==> config.mk <==
export PLATFORM = sky130hd
export DESIGN_NAME = sst_ctrl
export DESIGN_NICKNAME = d
export VERILOG_FILES = /design/src/rtl/sst_pkg.sv /design/src/rtl/sst_ctrl.sv
export SDC_FILE = /design/constraint.sdc
export NUM_CORES = 1
export LEC_CHECK = 0
export BUFFER_PORTS_ARGS = -buffer_cell sky130_fd_sc_hd__buf_4
export CORE_AREA = 2 2 39 41
export DETAILED_ROUTE_END_ITERATION = 16
export DIE_AREA = 0 0 41 43
export MAX_ROUTING_LAYER = met4
export PLACE_DENSITY_LB_ADDON = 0.12
export SLEW_MARGIN = 30
export SYNTH_ARGS = -nofsm -noshare
export SYNTH_HDL_FRONTEND = slang
export SYNTH_SLANG_ARGS = --single-unit
==> constraint.sdc <==
create_clock -name clk -period 1.4 [get_ports clk]
set_clock_uncertainty 0.05 [all_clocks]
set_input_delay 0.07 -clock clk [delete_from_list [all_inputs] [get_ports clk]]
set_output_delay 0.07 -clock clk [all_outputs]
set_load 0.005 [all_outputs]
==> src/rtl/sst_pkg.sv <==
`default_nettype none

package sst_pkg;

  // Controller steps, one per clock while not waiting for input or for a free output register
  typedef enum logic [2:0] {
    ST_IDLE,
    ST_INDEX,
    ST_ROM,
    ST_GAIN,
    ST_MUL,
    ST_OUT
  } state_t;

  // Datapath strobes from the controller
  typedef struct packed {
    logic load_in;
    logic calc_index;
    logic rom_read;
    logic calc_gain;
    logic calc_prod;
    logic load_out;
  } ctrl_cmd_t;

  // Configuration register indexes
  localparam int CFG_INDEX_BITS = 1;
  localparam logic [CFG_INDEX_BITS-1:0] CFG_PHASE_STEP = 1'b0;
  localparam logic [CFG_INDEX_BITS-1:0] CFG_DEPTH      = 1'b1;

  localparam int STEP_BITS  = 31;
  localparam int DEPTH_BITS = 16;
  localparam logic [STEP_BITS-1:0]  STEP_RESET  = 31'd357914;
  localparam logic [DEPTH_BITS-1:0] DEPTH_RESET = 16'd16384;
  localparam logic [DEPTH_BITS-1:0] FULL_DEPTH  = 16'd32768;

  // Sine table construction: Q30 Taylor series
  localparam logic [63:0] HALF_PI_Q30 = 64'd1686629713;
  localparam int TAYLOR_TERMS = 12;
  localparam logic [9:0] FACT_STEP [TAYLOR_TERMS] = '{
    10'd6, 10'd20, 10'd42, 10'd72, 10'd110, 10'd156,
    10'd210, 10'd272, 10'd342, 10'd420, 10'd506, 10'd600
  };

  localparam int ROM_BITS  = 16;
  localparam int GAIN_BITS = 32;

endpackage

`default_nettype wire

==> src/rtl/sst_ctrl.sv <==
`default_nettype none

module sst_ctrl (
  input  wire logic              clk,
  input  wire logic              rst,
  input  wire logic              in_valid,
  output logic                   in_ready,
  output logic                   out_valid,
  input  wire logic              out_ready,
  output sst_pkg::ctrl_cmd_t     cmd
);
  import sst_pkg::*;

  state_t state;
  state_t state_next;
  logic   slot_free;

  assign slot_free = !out_valid || out_ready;

  always_ff @(posedge clk) begin
    if (rst) begin
      state <= ST_IDLE;
    end else begin
      state <= state_next;
    end
  end

  always_comb begin
    state_next = state;
    unique case (state)
      ST_IDLE: begin
        if (in_valid) state_next = ST_INDEX;
      end
      ST_INDEX: state_next = ST_ROM;
      ST_ROM:   state_next = ST_GAIN;
      ST_GAIN:  state_next = ST_MUL;
      ST_MUL:   state_next = ST_OUT;
      ST_OUT: begin
        if (slot_free) state_next = ST_IDLE;
      end
      default:  state_next = ST_IDLE;
    endcase
  end

  always_comb begin
    cmd      = '0;
    in_ready = 1'b0;
    unique case (state)
      ST_IDLE: begin
        in_ready    = 1'b1;
        cmd.load_in = in_valid;
      end
      ST_INDEX: cmd.calc_index = 1'b1;
      ST_ROM:   cmd.rom_read   = 1'b1;
      ST_GAIN:  cmd.calc_gain  = 1'b1;
      ST_MUL:   cmd.calc_prod  = 1'b1;
      ST_OUT:   cmd.load_out   = slot_free;
      default: begin
        cmd      = '0;
        in_ready = 1'b0;
      end
    endcase
  end

  // Output register valid: set on load, drop once the transfer is taken
  always_ff @(posedge clk) begin
    if (rst) begin
      out_valid <= 1'b0;
    end else if (cmd.load_out) begin
      out_valid <= 1'b1;
    end else if (out_ready) begin
      out_valid <= 1'b0;
    end
  end

  a_load_only_when_free: assert property (@(posedge clk) disable iff (rst)
    cmd.load_out |-> (!out_valid || out_ready))
    else $error("result loaded over an untaken result");

  a_accept_starts_item: assert property (@(posedge clk) disable iff (rst)
    (in_valid && in_ready) |=> (state == ST_INDEX))
    else $error("accepted frame did not start processing");

  a_load_gives_valid: assert property (@(posedge clk) disable iff (rst)
    cmd.load_out |=> out_valid)
    else $error("loaded result not presented");

  a_no_accept_while_busy: assert property (@(posedge clk) disable iff (rst)
    (state != ST_IDLE) |-> !cmd.load_in)
    else $error("frame loaded while busy");

endmodule

`default_nettype wire

Word-level counts from Yosys, hierarchy flattened --
Cells that the tools add are included.
Storage, ports and cells: bits in registers 4, bits of input ports 4, output and inout port bits 8
Operators by class: eq/ne operators 7, mux-type cells 12, reduce and logical (&&, ||, !) cells 5
Operator list (number):
- one-hot mux 3 bit (6 select lines) | 1
- 2-to-1 mux 1 bit | 9
- equality test 3 x 2 -> 1 bit, second input constant | 2
- equality test 3 bit, second input constant | 2
- 2-to-1 mux 3 bit | 2
- inequality test 2 bit, second input constant | 2
- equality test 3 x 1 -> 1 bit, second input constant | 1
- zero test 3 bit | 1
- AND reduction 2 bit | 1
- nonzero test 2 bit | 1
- zero test 1 bit | 1
- logical OR 1 bit | 1

Longest topological paths before layout --
Gate-level depths: netlist of run 1.
word-level depth 4, gate-level depth with buffers 4, mapped depth without buffers 3

Worst setup path before layout of run 1 --
Ideal clock, no wire load.
path kind flip-flop to output port, start point register state[0], end point output port cmd[5] (netlist name), arrival 0.832 ns, required time 1.280 ns, slack 0.448 ns, cell stages (with the launch flop) 4, path buffers 1, cell sequence dfxtp_1 > buf_4 > nor3_1 > and2_1
RTL lines:
- start, declared | RTL line sst_ctrl.sv:14 | state_t state;
- start signal, assigned | RTL line sst_ctrl.sv:24 | state <= state_next;
- end, declared | RTL line sst_ctrl.sv:10 | output sst_pkg::ctrl_cmd_t cmd

==> results of run 1 <==
==> layout by cell type, fill, tap and decap left out <==
| cell | synthesis | routed |
|---|---|---|
| sky130_fd_sc_hd__nor2_1 | 2 | 2 |
| sky130_fd_sc_hd__and2_1 | 2 | 2 |
| sky130_fd_sc_hd__buf_4 | 1 | 11 |
| sky130_fd_sc_hd__nand2_1 | 2 | 2 |
| sky130_fd_sc_hd__a21oi_1 | 3 | 3 |
| sky130_fd_sc_hd__nor3_1 | 4 | 4 |
| sky130_fd_sc_hd__or2_1 | 1 | 1 |
| sky130_fd_sc_hd__nand2b_1 | 1 | 1 |
| sky130_fd_sc_hd__clkbuf_4 | 0 | 3 |
| sky130_fd_sc_hd__o21ai_0 | 1 | 1 |
| sky130_fd_sc_hd__dfxtp_2 | 0 | 1 |
| sky130_fd_sc_hd__dfxtp_1 | 4 | 3 |
| sky130_fd_sc_hd__inv_1 | 2 | 2 |
| sky130_fd_sc_hd__dlygate4sd3_1 | 0 | 1 |
| sky130_fd_sc_hd__xnor2_1 | 1 | 1 |
| sky130_fd_sc_hd__nor2b_1 | 1 | 1 |
| sky130_fd_sc_hd__nor3b_1 | 1 | 1 |
| sky130_fd_sc_hd__and2b_1 | 1 | 1 |
| sky130_fd_sc_hd__o21a_1 | 1 | 1 |
==> sequential cells by signal, summed over array words and instances, names as in the netlist <==
| register | cells |
|---|---|
| out_valid | 1 |
| state | 3 |
==> per-stage QoR <==
step                      worst slack [ns]  instance area (um2)  total power [mW]
after detailed placement             0.347                  308             0.241
final                               0.0922                  342             0.389
after floorplan                      0.448                  213             0.194
after global placement               0.350                  308             0.242
after CTS                           0.0965                  340             0.393
after global routing                0.0163                  342             0.419
==> logic make-up (layout without fill, tap and decap cells) <==
logic type / after synthesis / after routing
buffers and inverters: 3 / 17
AND/OR/NAND/NOR: 15 / 15
XOR/XNOR: 1 / 1
AO/OA/AOI/OAI: 5 / 5
flip-flops: 4 / 4
==> per-layer routing <==
metal / wire length (um) / vias up / track usage, % / share of wire (%)
met2: 216 / 10 / 7.50 / 42
met3: 53 / 0 / 4.71 / 10
met1: 243 / 100 / 9.62 / 47
met5: 0 / - / - / 0
li1: - / 122 / - / -
met4: 0 / 0 / 4.00 / 0
==> timing repair <==
| action | 4_1_cts | 5_1_grt |
|---|---|---|
| hold buffers | 1 | 0 |
| gates resized for setup | 0 | 1 |
| setup endpoints to repair | 0 | 1 |
| hold endpoints to repair | 3 | 0 |
==> report_power, final <==
part / switching, mW / leakage, nW / internal [mW] / total, mW
sequential: 0.0188 / 0.0331 / 0.126 / 0.144
combinational: 0.0352 / 0.112 / 0.0613 / 0.0965
clock: 0.0515 / 0.0138 / 0.0962 / 0.148
==> final timing paths <==
kind	cells past startpoint	slack, ns	endpoint	start
max	3	0.09	cmd[1]	state[1]$_SDFFE_PP0P_
min	3	0.09	out_valid$_SDFFE_PP0P_	out_ready
min reg2reg	1	0.44	state[1]$_SDFFE_PP0P_	state[2]$_SDFFE_PP0P_
max reg2reg	3	0.39	state[2]$_SDFFE_PP0P_	state[1]$_SDFFE_PP0P_
==> cell type report <==
| cell class | count | area [um2] |
|---|---|---|
| clock buffer | 3 | 22.5 |
| timing repair buffer | 12 | 92.6 |
| tap | 16 | 20.0 |
| inverter | 2 | 7.51 |
| multi-input combinational | 21 | 118 |
| fill | 156 | 1040 |
| sequential | 4 | 81.3 |
==> worst max-delay path, delay by kind of cell (launching register included) <==
kind	cells	cell delay, ns
simple gates	2	0.40
buf+inv	1	0.13
flops	1	0.42
==> summary.txt, run 1 <==
CLOCK NETWORK
------------------------------------------------------------------------------------
TritonCTS clock tree                                                           built
Number of CTS-inserted buffers                                                     3
CTS root buffer                                                         sky130_fd_sc_hd__clkbuf_4
Number of levels in the clock H-tree                                               1
Clock Latency Late Sink                                                      0.23 ns
Clock Pin Slew Worst Setup and Hold Paths                                    0.04 ns
Setup fix buffers added after clock tree synthesis                                 0
Clock buffer depth                                                                 2
Number of sinks driven by the clock tree                                           4

DRT
------------------------------------------------------------------------------------
Total number of vias                                                             232
Antenna violation net count after detailed routing                                 0
Number of iterations in the first detailed-routing pass                            2
Violation count after the first detailed-routing iteration                         1
Via density per instance                                                        4.00
Residual DRC count                                                                 0
Final routed wire length divided by cell count                               8.84 um
Wire length after detailed routing                                            513 um

TIMING
------------------------------------------------------------------------------------
Aggregate negative setup slack                                                  0 ns
Slew Limit Fails                                                                   0
Rel. slew slack                                                                83.1%
Transition time at the pin with the least slew margin                       0.253 ns
Final critical delay including setup and external delays                     1.31 ns
Final setup violation count                                                        0
Final-layout worst hold slack                                              0.0856 ns
Setup repair after global routing missed its margin                               no
Maximum clock rate                                                           765 MHz
Final period util                                                              93.4%
Final hold vios                                                                    0

SYNTHESIS
------------------------------------------------------------------------------------
Count of yosys warnings during synthesis                                           0
Syn Area/Cell                                                               7.60 um2
Most used standard cells in the synthesized netlist                     sky130_fd_sc_hd__dfxtp_1 (4), sky130_fd_sc_hd__nor3_1 (4), sky130_fd_sc_hd__a21oi_1 (3)
Largest cells by area after synthesis                                   sky130_fd_sc_hd__dfxtp_1 (38%), sky130_fd_sc_hd__nor3_1 (9.4%), sky130_fd_sc_hd__a21oi_1 (7.1%)
Async SR Flop Fraction                                                            0%
Post-synthesis sequential element count                                            4
Number of enable-type register cells in the synthesized netlist                    0
Instance count of the mapped netlist                                              28
Sequential cell area fraction in the yosys report                              37.6%
Compound-cell area share of the yosys netlist                                  12.9%
Adder-cell share of the synthesized area                                          0%
Unique cell type count in the Yosys netlist                                       16
Largest area contributor in the netlist                                 sky130_fd_sc_hd__dfxtp_1
Main combinational cell family by area after synthesis                  simple AND/OR/NAND/NOR gates
Post-Synth Simple-Gate Area                                                    38.2%
Synth Net Count                                                                   32
Share of Yosys cell area claimed by the top area cell type                     37.6%
Parity-gate share of the synthesized area counting xor and xnor cells          4.12%
Mapped cell area                                                             213 um2
Main flop type after synthesis                                          sky130_fd_sc_hd__dfxtp_1
Multiplexer share of the synthesized area                                         0%

FINAL LAYOUT
------------------------------------------------------------------------------------
Cell Count, Final, Fillers Out                                                    58
Core occupancy in the finished layout                                          24.7%
Post-synthesis to final-layout area growth                                     60.6%
Share of layout cells above drive strength 1                                   35.7%
Number of diodes added for antenna fixing                                          0
# nets final                                                                      48

MIN PATH
------------------------------------------------------------------------------------
Classification of the worst-slack hold path                                   in2reg

FLOORPLAN
------------------------------------------------------------------------------------
Width of the die                                                               41 um
Vertical die dimension                                                         43 um
Initial standard-cell utilization of the core                                  15.4%
Full die area                                                               1760 um2
Io pins                                                                           12
Site row count                                                                    14
Core Footprint                                                              1380 um2

PWR
------------------------------------------------------------------------------------
Power density of the placed cells                                        1140 nW/um2
Reported leakage power                                                      0.159 nW
Worst VDD drop                                                            0.000353 V

WORST SETUP PATH
------------------------------------------------------------------------------------
Worst-path cell with the longest stage delay                            sky130_fd_sc_hd__dfxtp_1
Worst Path Max Fanout                                                              7
Capturing element type of the critical path                              output port
Slowest stage delay, CP                                                      0.42 ns
Critical Path Source Type                                                       flop
Worst Path Arrival                                                           1.19 ns
Cell-by-cell listing of the critical path                               and2b_1 > and2_1 > buf_4
Worst endpoint required time                                                 1.28 ns
Type of the worst setup path                                                 reg2out

RUN STATUS
------------------------------------------------------------------------------------
Status                                                                  finished, final reports clean

GLOBAL ROUTING
------------------------------------------------------------------------------------
Number of global-route vias before repair                                        205
All-layer global routing usage                                                 7.09%
First-pass GRT wire length                                                    779 um
GR Overflow Total                                                                  0
Largest net degree at the start of global routing                                  9
Initial antenna violation count                                                    0

PLACEMENT
------------------------------------------------------------------------------------
Weighted congestion at the end of routability-driven global placement          0.678
Number of buffers inserted by port buffering                                      11
Total instance count after detailed placement                                     54
Half-perimeter wire length of the detailed placement result                   405 um

JOB
------------------------------------------------------------------------------------
Maxcap violations                                                                  0

Note: power is estimated with default switching activity, not from simulation.
==> run 2, diff against run 1 <==
==> constraint.sdc (replaced) <==
create_clock -name clk -period 1.3 [get_ports clk]
set_clock_uncertainty 0.05 [all_clocks]
set_input_delay 0.065 -clock clk [delete_from_list [all_inputs] [get_ports clk]]
set_output_delay 0.065 -clock clk [all_outputs]
set_load 0.005 [all_outputs]
==> run 2 against run 1 <==
Register-to-register slack lost 0.05 ns. Global-route usage stayed put. Die area did not move. Hold slack lost 0.0050 ns. Largest power group unchanged. Utilization up 0.27 points. Wire length is 0.19% higher. Critical path depth unchanged. Setup slack lost 0.049 ns. Sequential power up 9.7%. Highest routed layer unchanged. Flip-flop and latch count did not move. Non-clock buffer count is the same. Critical path type unchanged.
==> summary.txt, run 2 (synthesis gave the netlist of run 1 again) <==
WORST SETUP PATH
------------------------------------------------------------------------------------
CP top delay family                                                     simple AND/OR/NAND/NOR gates
Type of the worst setup path                                                 reg2out
Startpoint of the worst register-to-register path                       state[1]$_SDFFE_PP0P_
Launch point of the critical path                                       state[1]$_SDFFE_PP0P_
Slowest stage delay, CP                                                      0.37 ns
Critical Path Source Type                                                       flop
Buffering stage count on the worst path with inverters included                    1
Worst Reg2Reg Path Length in Cells                                                 3
Worst Path Arrival                                                           1.14 ns
Worst endpoint required time                                                 1.19 ns
Capturing element type of the critical path                              output port
Cell-by-cell listing of the critical path                               and2b_2 > and2_1 > buf_4
Worst-path cell with the longest stage delay                            sky130_fd_sc_hd__dfxtp_2
Worst Path Max Fanout                                                              7
End of the worst register-to-register path                              state[2]$_SDFFE_PP0P_
Flop2flop setup slack                                                        0.34 ns

FINAL LAYOUT
------------------------------------------------------------------------------------
Number of diodes added for antenna fixing                                          0
Number of flip-flops in the largest register                                       3
Top Registers                                                           state (3), out_valid (1)
Most common library cell in the layout ignoring fill and taps           sky130_fd_sc_hd__buf_4
# nets final                                                                      48
Final design area excluding fillers                                          345 um2
Largest register by flop count                                                 state
Commonest cells after routing, fill and taps aside                      sky130_fd_sc_hd__buf_4 (11), sky130_fd_sc_hd__nor3_1 (4), sky130_fd_sc_hd__a21oi_1 (3), sky130_fd_sc_hd__clkbuf_4 (3), sky130_fd_sc_hd__dfxtp_2 (3)
Core occupancy in the finished layout                                          25.0%
Post-synthesis to final-layout area growth                                     62.4%
Share of layout cells above drive strength 1                                   42.9%

TIMING
------------------------------------------------------------------------------------
Final critical delay including setup and external delays                     1.26 ns
Setup repair after global routing missed its margin                              yes
Final setup violation count                                                        0
Transition time at the pin with the least slew margin                       0.213 ns
Final-layout worst hold slack                                              0.0806 ns
Min setup slack post-route                                                 0.0427 ns
Final hold vios                                                                    0
Final period util                                                              96.7%
Maximum clock rate                                                           795 MHz
Slew Limit Fails                                                                   0
Rel. slew slack                                                                85.7%

CLOCK NETWORK
------------------------------------------------------------------------------------
CTS root buffer                                                         sky130_fd_sc_hd__clkbuf_4
TritonCTS clock tree                                                           built
Number of CTS-inserted buffers                                                     3
Number of sinks driven by the clock tree                                           4
Setup fix buffers added after clock tree synthesis                                 0
Clock Latency Late Sink                                                      0.23 ns
Clock Pin Slew Worst Setup and Hold Paths                                    0.04 ns
Clock buffer depth                                                                 2
Number of levels in the clock H-tree                                               1

MIN PATH
------------------------------------------------------------------------------------
Worst Hold Launch                                                          out_ready
Hold depth                                                                         3
Sink of the worst hold path                                             out_valid$_SDFFE_PP0P_
Classification of the worst-slack hold path                                   in2reg

GLOBAL ROUTING
------------------------------------------------------------------------------------
Largest net degree at the start of global routing                                  9
All-layer global routing usage                                                 7.09%
Initial antenna violation count                                                    0
GR Overflow Total                                                                  0
First-pass GRT wire length                                                    779 um
Number of global-route vias before repair                                        205

DRT
------------------------------------------------------------------------------------
Antenna violation net count after detailed routing                                 0
Final routed wire length divided by cell count                               8.86 um
Via density per instance                                                        3.98
Total number of vias                                                             231
Highest metal layer with signal wires                                           met3
Violation count after the first detailed-routing iteration                         1
WL met1                                                                       243 um
Number of iterations in the first detailed-routing pass                            2
Detail Route met3 WL                                                           53 um
Residual DRC count                                                                 0
Wire length after detailed routing                                            514 um
Routed wl met2                                                                216 um

FLOORPLAN
------------------------------------------------------------------------------------
Vertical die dimension                                                         43 um
Initial standard-cell utilization of the core                                  15.4%
Core Footprint                                                              1380 um2
Width of the die                                                               41 um
Io pins                                                                           12
Site row count                                                                    14
Full die area                                                               1760 um2

JOB
------------------------------------------------------------------------------------
Maxcap violations                                                                  0

PWR
------------------------------------------------------------------------------------
Reported leakage power                                                      0.159 nW
Worst VDD drop                                                            0.000387 V
Power density of the placed cells                                        1220 nW/um2

PLACEMENT
------------------------------------------------------------------------------------
Post-DP Area                                                                 308 um2
Worst slack at placement                                                    0.252 ns
Number of buffers inserted by port buffering                                      11
Half-perimeter wire length of the detailed placement result                   405 um
Weighted congestion at the end of routability-driven global placement          0.678

RUN STATUS
------------------------------------------------------------------------------------
Status                                                                  finished, final reports clean

==> run 2: cell counts in the layout (fill, tap and decap cells not counted) <==
Identical to the previous run, type by type.
==> run 2: where the power goes <==
| group | switching, mW | internal, mW | total (mW) |
|---|---|---|---|
| combinational | 0.0379 | 0.0665 | 0.104 |
| clock | 0.0555 | 0.104 | 0.159 |
| sequential | 0.0202 | 0.138 | 0.158 |
==> run 2: final cells by class <==
type	count	area [um2]
Fill cell	156	1040
Multi-Input combinational cell	21	119
Timing Repair Buffer	12	92.6
Sequential cell	4	83.8
Clock buffer	3	22.5
Tap cell	16	20.0
Inverter	2	7.51
==> run 2: stage by stage <==
step                      setup TNS [ns]  cells  total power, mW
final                                  0     58            0.421
after global routing             -0.0100     58            0.454
after CTS                              0     58            0.423
after detailed placement               0     54            0.260
after global placement                 0     54            0.261
after floorplan                        0     28            0.208
==> run 2: timing repair <==
| item | 4_1_cts | 5_1_grt |
|---|---|---|
| hold buffers | 1 | 0 |
| setup endpoints to repair | 0 | 5 |
| resized for setup | 0 | 4 |
| endpoints found under the hold margin | 3 | 0 |
==> run 2: tightest hold or removal path, delay by kind of cell <==
family          cells  cell delay (ns)
compound gates      1             0.06
buf+inv             1             0.08
simple gates        1             0.11
==> run 2: worst max-delay path by stage <==
stage,end,slack (ns),cells after the start
after CTS,cmd[1],0.001,3
after floorplan,cmd[5],0.35,3
after detailed placement,cmd[1],0.25,3
final,cmd[1],0.04,3
after global routing,cmd[1],-0.008,3
after global placement,state[2]$_SDFFE_PP0P_,0.25,3
==> run 2: metal layers <==
metal  vias up  track usage (%)
met1       100             9.62
met5         -                -
met2        10             7.50
li1        121                -
met3         0             4.71
met4         0             4.00
==> run 3, diff against run 2 <==
--- a/config.mk
+++ b/config.mk
@@ -5,6 +5,7 @@
 export SDC_FILE = /design/constraint.sdc
 export NUM_CORES = 1
 export LEC_CHECK = 0
+export ABC_AREA = 1
 export BUFFER_PORTS_ARGS = -buffer_cell sky130_fd_sc_hd__buf_4
 export CORE_AREA = 2 2 39 41
 export DETAILED_ROUTE_END_ITERATION = 16
==> run 3 against run 2 <==
Design area shrank 2.9%. Critical path type unchanged. Critical endpoint is now cmd[5]. Flip-flop and latch count is the same. First-iteration DRC count increased by 100%. Setup slack improved by 0.092 ns. Total power decreased by 8.8%. Clock power shrank 6%.
==> summary.txt, run 3 <==
RUN STATUS
------------------------------------------------------------------------------------
Status                                                                  finished, final reports clean

TIMING
------------------------------------------------------------------------------------
Final hold vios                                                                    0
Final-layout worst hold slack                                              0.0747 ns
Aggregate negative setup slack                                                  0 ns
Min setup slack post-route                                                  0.135 ns
Setup repair after global routing missed its margin                               no
Transition time at the pin with the least slew margin                       0.238 ns
Rel. slew slack                                                                84.0%
Final setup violation count                                                        0
Final critical delay including setup and external delays                     1.17 ns
Final period util                                                              89.6%
Maximum clock rate                                                           858 MHz
Slew Limit Fails                                                                   0

PLACEMENT
------------------------------------------------------------------------------------
Worst slack at placement                                                    0.301 ns
Post-DP Area                                                                 302 um2
Weighted congestion at the end of routability-driven global placement          0.592
Number of buffers inserted by port buffering                                      11
Total instance count after detailed placement                                     60
Half-perimeter wire length of the detailed placement result                   387 um

FLOORPLAN
------------------------------------------------------------------------------------
Width of the die                                                               41 um
Vertical die dimension                                                         43 um
Site row count                                                                    14
Core Footprint                                                              1380 um2
Full die area                                                               1760 um2
Io pins                                                                           12
Initial standard-cell utilization of the core                                  14.4%

PWR
------------------------------------------------------------------------------------
Clk pwr share                                                                  38.8%
Sw Pwr                                                                     0.0990 mW
Cell-internal power                                                         0.285 mW
Power density of the placed cells                                        1150 nW/um2
Proportion of total power due to net switching                                 25.8%
Worst VDD drop                                                            0.000386 V
Reported leakage power                                                      0.176 nW
Sequential fraction of design power                                            37.8%
Post-layout total power                                                     0.384 mW
Part of the total power dissipated in combinational logic                      23.4%

GLOBAL ROUTING
------------------------------------------------------------------------------------
GR Util met1                                                                   7.05%
GR Overflow Total                                                                  0
All-layer global routing usage                                                 6.37%
GR Util met3                                                                   1.57%
Most crowded layer after global routing                                         met4
Initial antenna violation count                                                    0
Number of global-route vias before repair                                        209
First-pass GRT wire length                                                    710 um
Largest net degree at the start of global routing                                  8
Met2 Usage GRT                                                                 7.81%

WORST SETUP PATH
------------------------------------------------------------------------------------
Buffering stage count on the worst path with inverters included                    1
Cell-by-cell listing of the critical path                               nor2_1 > nand2_1 > nor2_1 > buf_4
Capture point of the critical path                                            cmd[5]
Worst Path Arrival                                                           1.05 ns
CP top delay family                                                     simple AND/OR/NAND/NOR gates
Worst Path Max Fanout                                                              6
Worst Reg2Reg Path Length in Cells                                                 4
Critical Path Source Type                                                       flop
Type of the worst setup path                                                 reg2out
Most numerous cell on the critical path                                 sky130_fd_sc_hd__nor2_1
Flop2flop setup slack                                                        0.30 ns
Startpoint of the worst register-to-register path                       state[0]$_SDFFE_PP0P_
Capturing element type of the critical path                              output port
Launch point of the critical path                                       state[0]$_SDFFE_PP0P_
Worst-path cell with the longest stage delay                            sky130_fd_sc_hd__dfxtp_1
Worst endpoint required time                                                 1.19 ns
End of the worst register-to-register path                              state[0]$_SDFFE_PP0P_
Number of cells on the critical path                                               4
Slowest stage delay, CP                                                      0.34 ns

FINAL LAYOUT
------------------------------------------------------------------------------------
Post-synthesis to final-layout area growth                                     68.6%
Most common library cell in the layout ignoring fill and taps           sky130_fd_sc_hd__buf_4
Total area of sequential cells                                              81.3 um2
Cell Count, Final, Fillers Out                                                    64
Commonest cells after routing, fill and taps aside                      sky130_fd_sc_hd__buf_4 (11), sky130_fd_sc_hd__nor2_1 (10), sky130_fd_sc_hd__inv_1 (6), sky130_fd_sc_hd__nand2_1 (5), sky130_fd_sc_hd__a21oi_1 (4)
Combined area of the multi-input logic cells                                96.3 um2
Number of diodes added for antenna fixing                                          0
# nets final                                                                      54
Share of layout cells above drive strength 1                                   31.3%
Number of filler cells placed in the layout                                      168
Top Registers                                                           state (3), out_valid (1)
Core occupancy in the finished layout                                          24.2%
Number of flip-flops in the largest register                                       3
Largest register by flop count                                                 state
Final design area excluding fillers                                          335 um2

SYNTHESIS
------------------------------------------------------------------------------------
Syn Area/Cell                                                               6.03 um2
Main flop type after synthesis                                          sky130_fd_sc_hd__dfxtp_1
Share of Yosys cell area claimed by the top area cell type                     40.3%
Most used standard cells in the synthesized netlist                     sky130_fd_sc_hd__nor2_1 (10), sky130_fd_sc_hd__inv_1 (6), sky130_fd_sc_hd__nand2_1 (5)
Number of enable-type register cells in the synthesized netlist                    0
Async SR Flop Fraction                                                            0%
Largest area contributor in the netlist                                 sky130_fd_sc_hd__dfxtp_1
Unique cell type count in the Yosys netlist                                        8
Count of yosys warnings during synthesis                                           0
Synth Net Count                                                                   37
Mapped cell area                                                             199 um2
Sequential cell area fraction in the yosys report                              40.3%
Post-synthesis sequential element count                                            4
Most frequent cell after synthesis                                      sky130_fd_sc_hd__nor2_1
Largest cells by area after synthesis                                   sky130_fd_sc_hd__dfxtp_1 (40%), sky130_fd_sc_hd__nor2_1 (19%), sky130_fd_sc_hd__inv_1 (11%)
Instance count of the mapped netlist                                              33

CLOCK NETWORK
------------------------------------------------------------------------------------
Number of levels in the clock H-tree                                               1
TritonCTS clock tree                                                           built
Clock buffer depth                                                                 2
Number of CTS-inserted buffers                                                     3
CTS root buffer                                                         sky130_fd_sc_hd__clkbuf_4
Number of sinks driven by the clock tree                                           4
Clock Latency Late Sink                                                      0.23 ns
Clock Pin Slew Worst Setup and Hold Paths                                    0.04 ns
Setup fix buffers added after clock tree synthesis                                 0

DRT
------------------------------------------------------------------------------------
Total number of vias                                                             237
Violation count after the first detailed-routing iteration                         2
Wire length after detailed routing                                            472 um
Residual DRC count                                                                 0
Antenna violation net count after detailed routing                                 0
Final routed wire length divided by cell count                               7.38 um
Via density per instance                                                        3.70
Number of iterations in the first detailed-routing pass                            4

MIN PATH
------------------------------------------------------------------------------------
Classification of the worst-slack hold path                                   in2reg
Hold depth                                                                         4

JOB
------------------------------------------------------------------------------------
Maxcap violations                                                                  0

run 3: repair_timing:
action | 4_1_cts | 5_1_grt
endpoints found under the hold margin | 4 | 0
endpoints found under the setup margin | 0 | 1
hold buffers | 1 | 0
resized for setup | 0 | 1
run 3: cell type report:
type | count | area share (%)
Clock buffer | 3 | 6.72
Inverter | 6 | 6.72
Multi-Input combinational cell | 23 | 28.7
Sequential cell | 4 | 24.3
Tap cell | 16 | 5.97
Timing Repair Buffer | 12 | 27.6
run 3: logic make-up after synthesis:
kind of cell / Yosys count / synth area share (%)
flip-flops: 4 / 40.3
buffers and inverters: 6 / 11.3
AND/OR/NAND/NOR: 18 / 35.8
AO/OA/AOI/OAI: 5 / 12.6
run 3: worst reg2reg max path, stage by stage (launching register included):
cell and delay, ns:
sky130_fd_sc_hd__dfxtp_1 0.34, sky130_fd_sc_hd__nor2_1 0.19, sky130_fd_sc_hd__nand3_1 0.10, sky130_fd_sc_hd__a21oi_1 0.16, sky130_fd_sc_hd__nor2_1 0.05
run 3: worst min path at each step:
stage / start / end / slack [ns]
floorplan: rst / out_valid$_SDFFE_PP0P_ / 0.08
global route: out_ready / out_valid$_SDFFE_PP0P_ / 0.12
finish: out_ready / out_valid$_SDFFE_PP0P_ / 0.07
detailed placement: rst / out_valid$_SDFFE_PP0P_ / 0.21
global placement: rst / state[0]$_SDFFE_PP0P_ / 0.21
CTS: out_ready / out_valid$_SDFFE_PP0P_ / 0.07
run 3: power groups by stage:
stage                     logic [mW]  clock network (mW)  registers [mW]
final                         0.0899               0.149           0.145
after global routing           0.102               0.158           0.147
after CTS                     0.0922               0.158           0.145
after detailed placement      0.0896                   0           0.147
after global placement        0.0900                   0           0.148
after floorplan               0.0437                   0           0.144
run 3: per-layer routing:
metal / vias up / part of all wire, %
met3: 0 / 9.7
met1: 95 / 44
met2: 9 / 46
met4: 0 / 0
li1: 133 / -
met5: - / 0
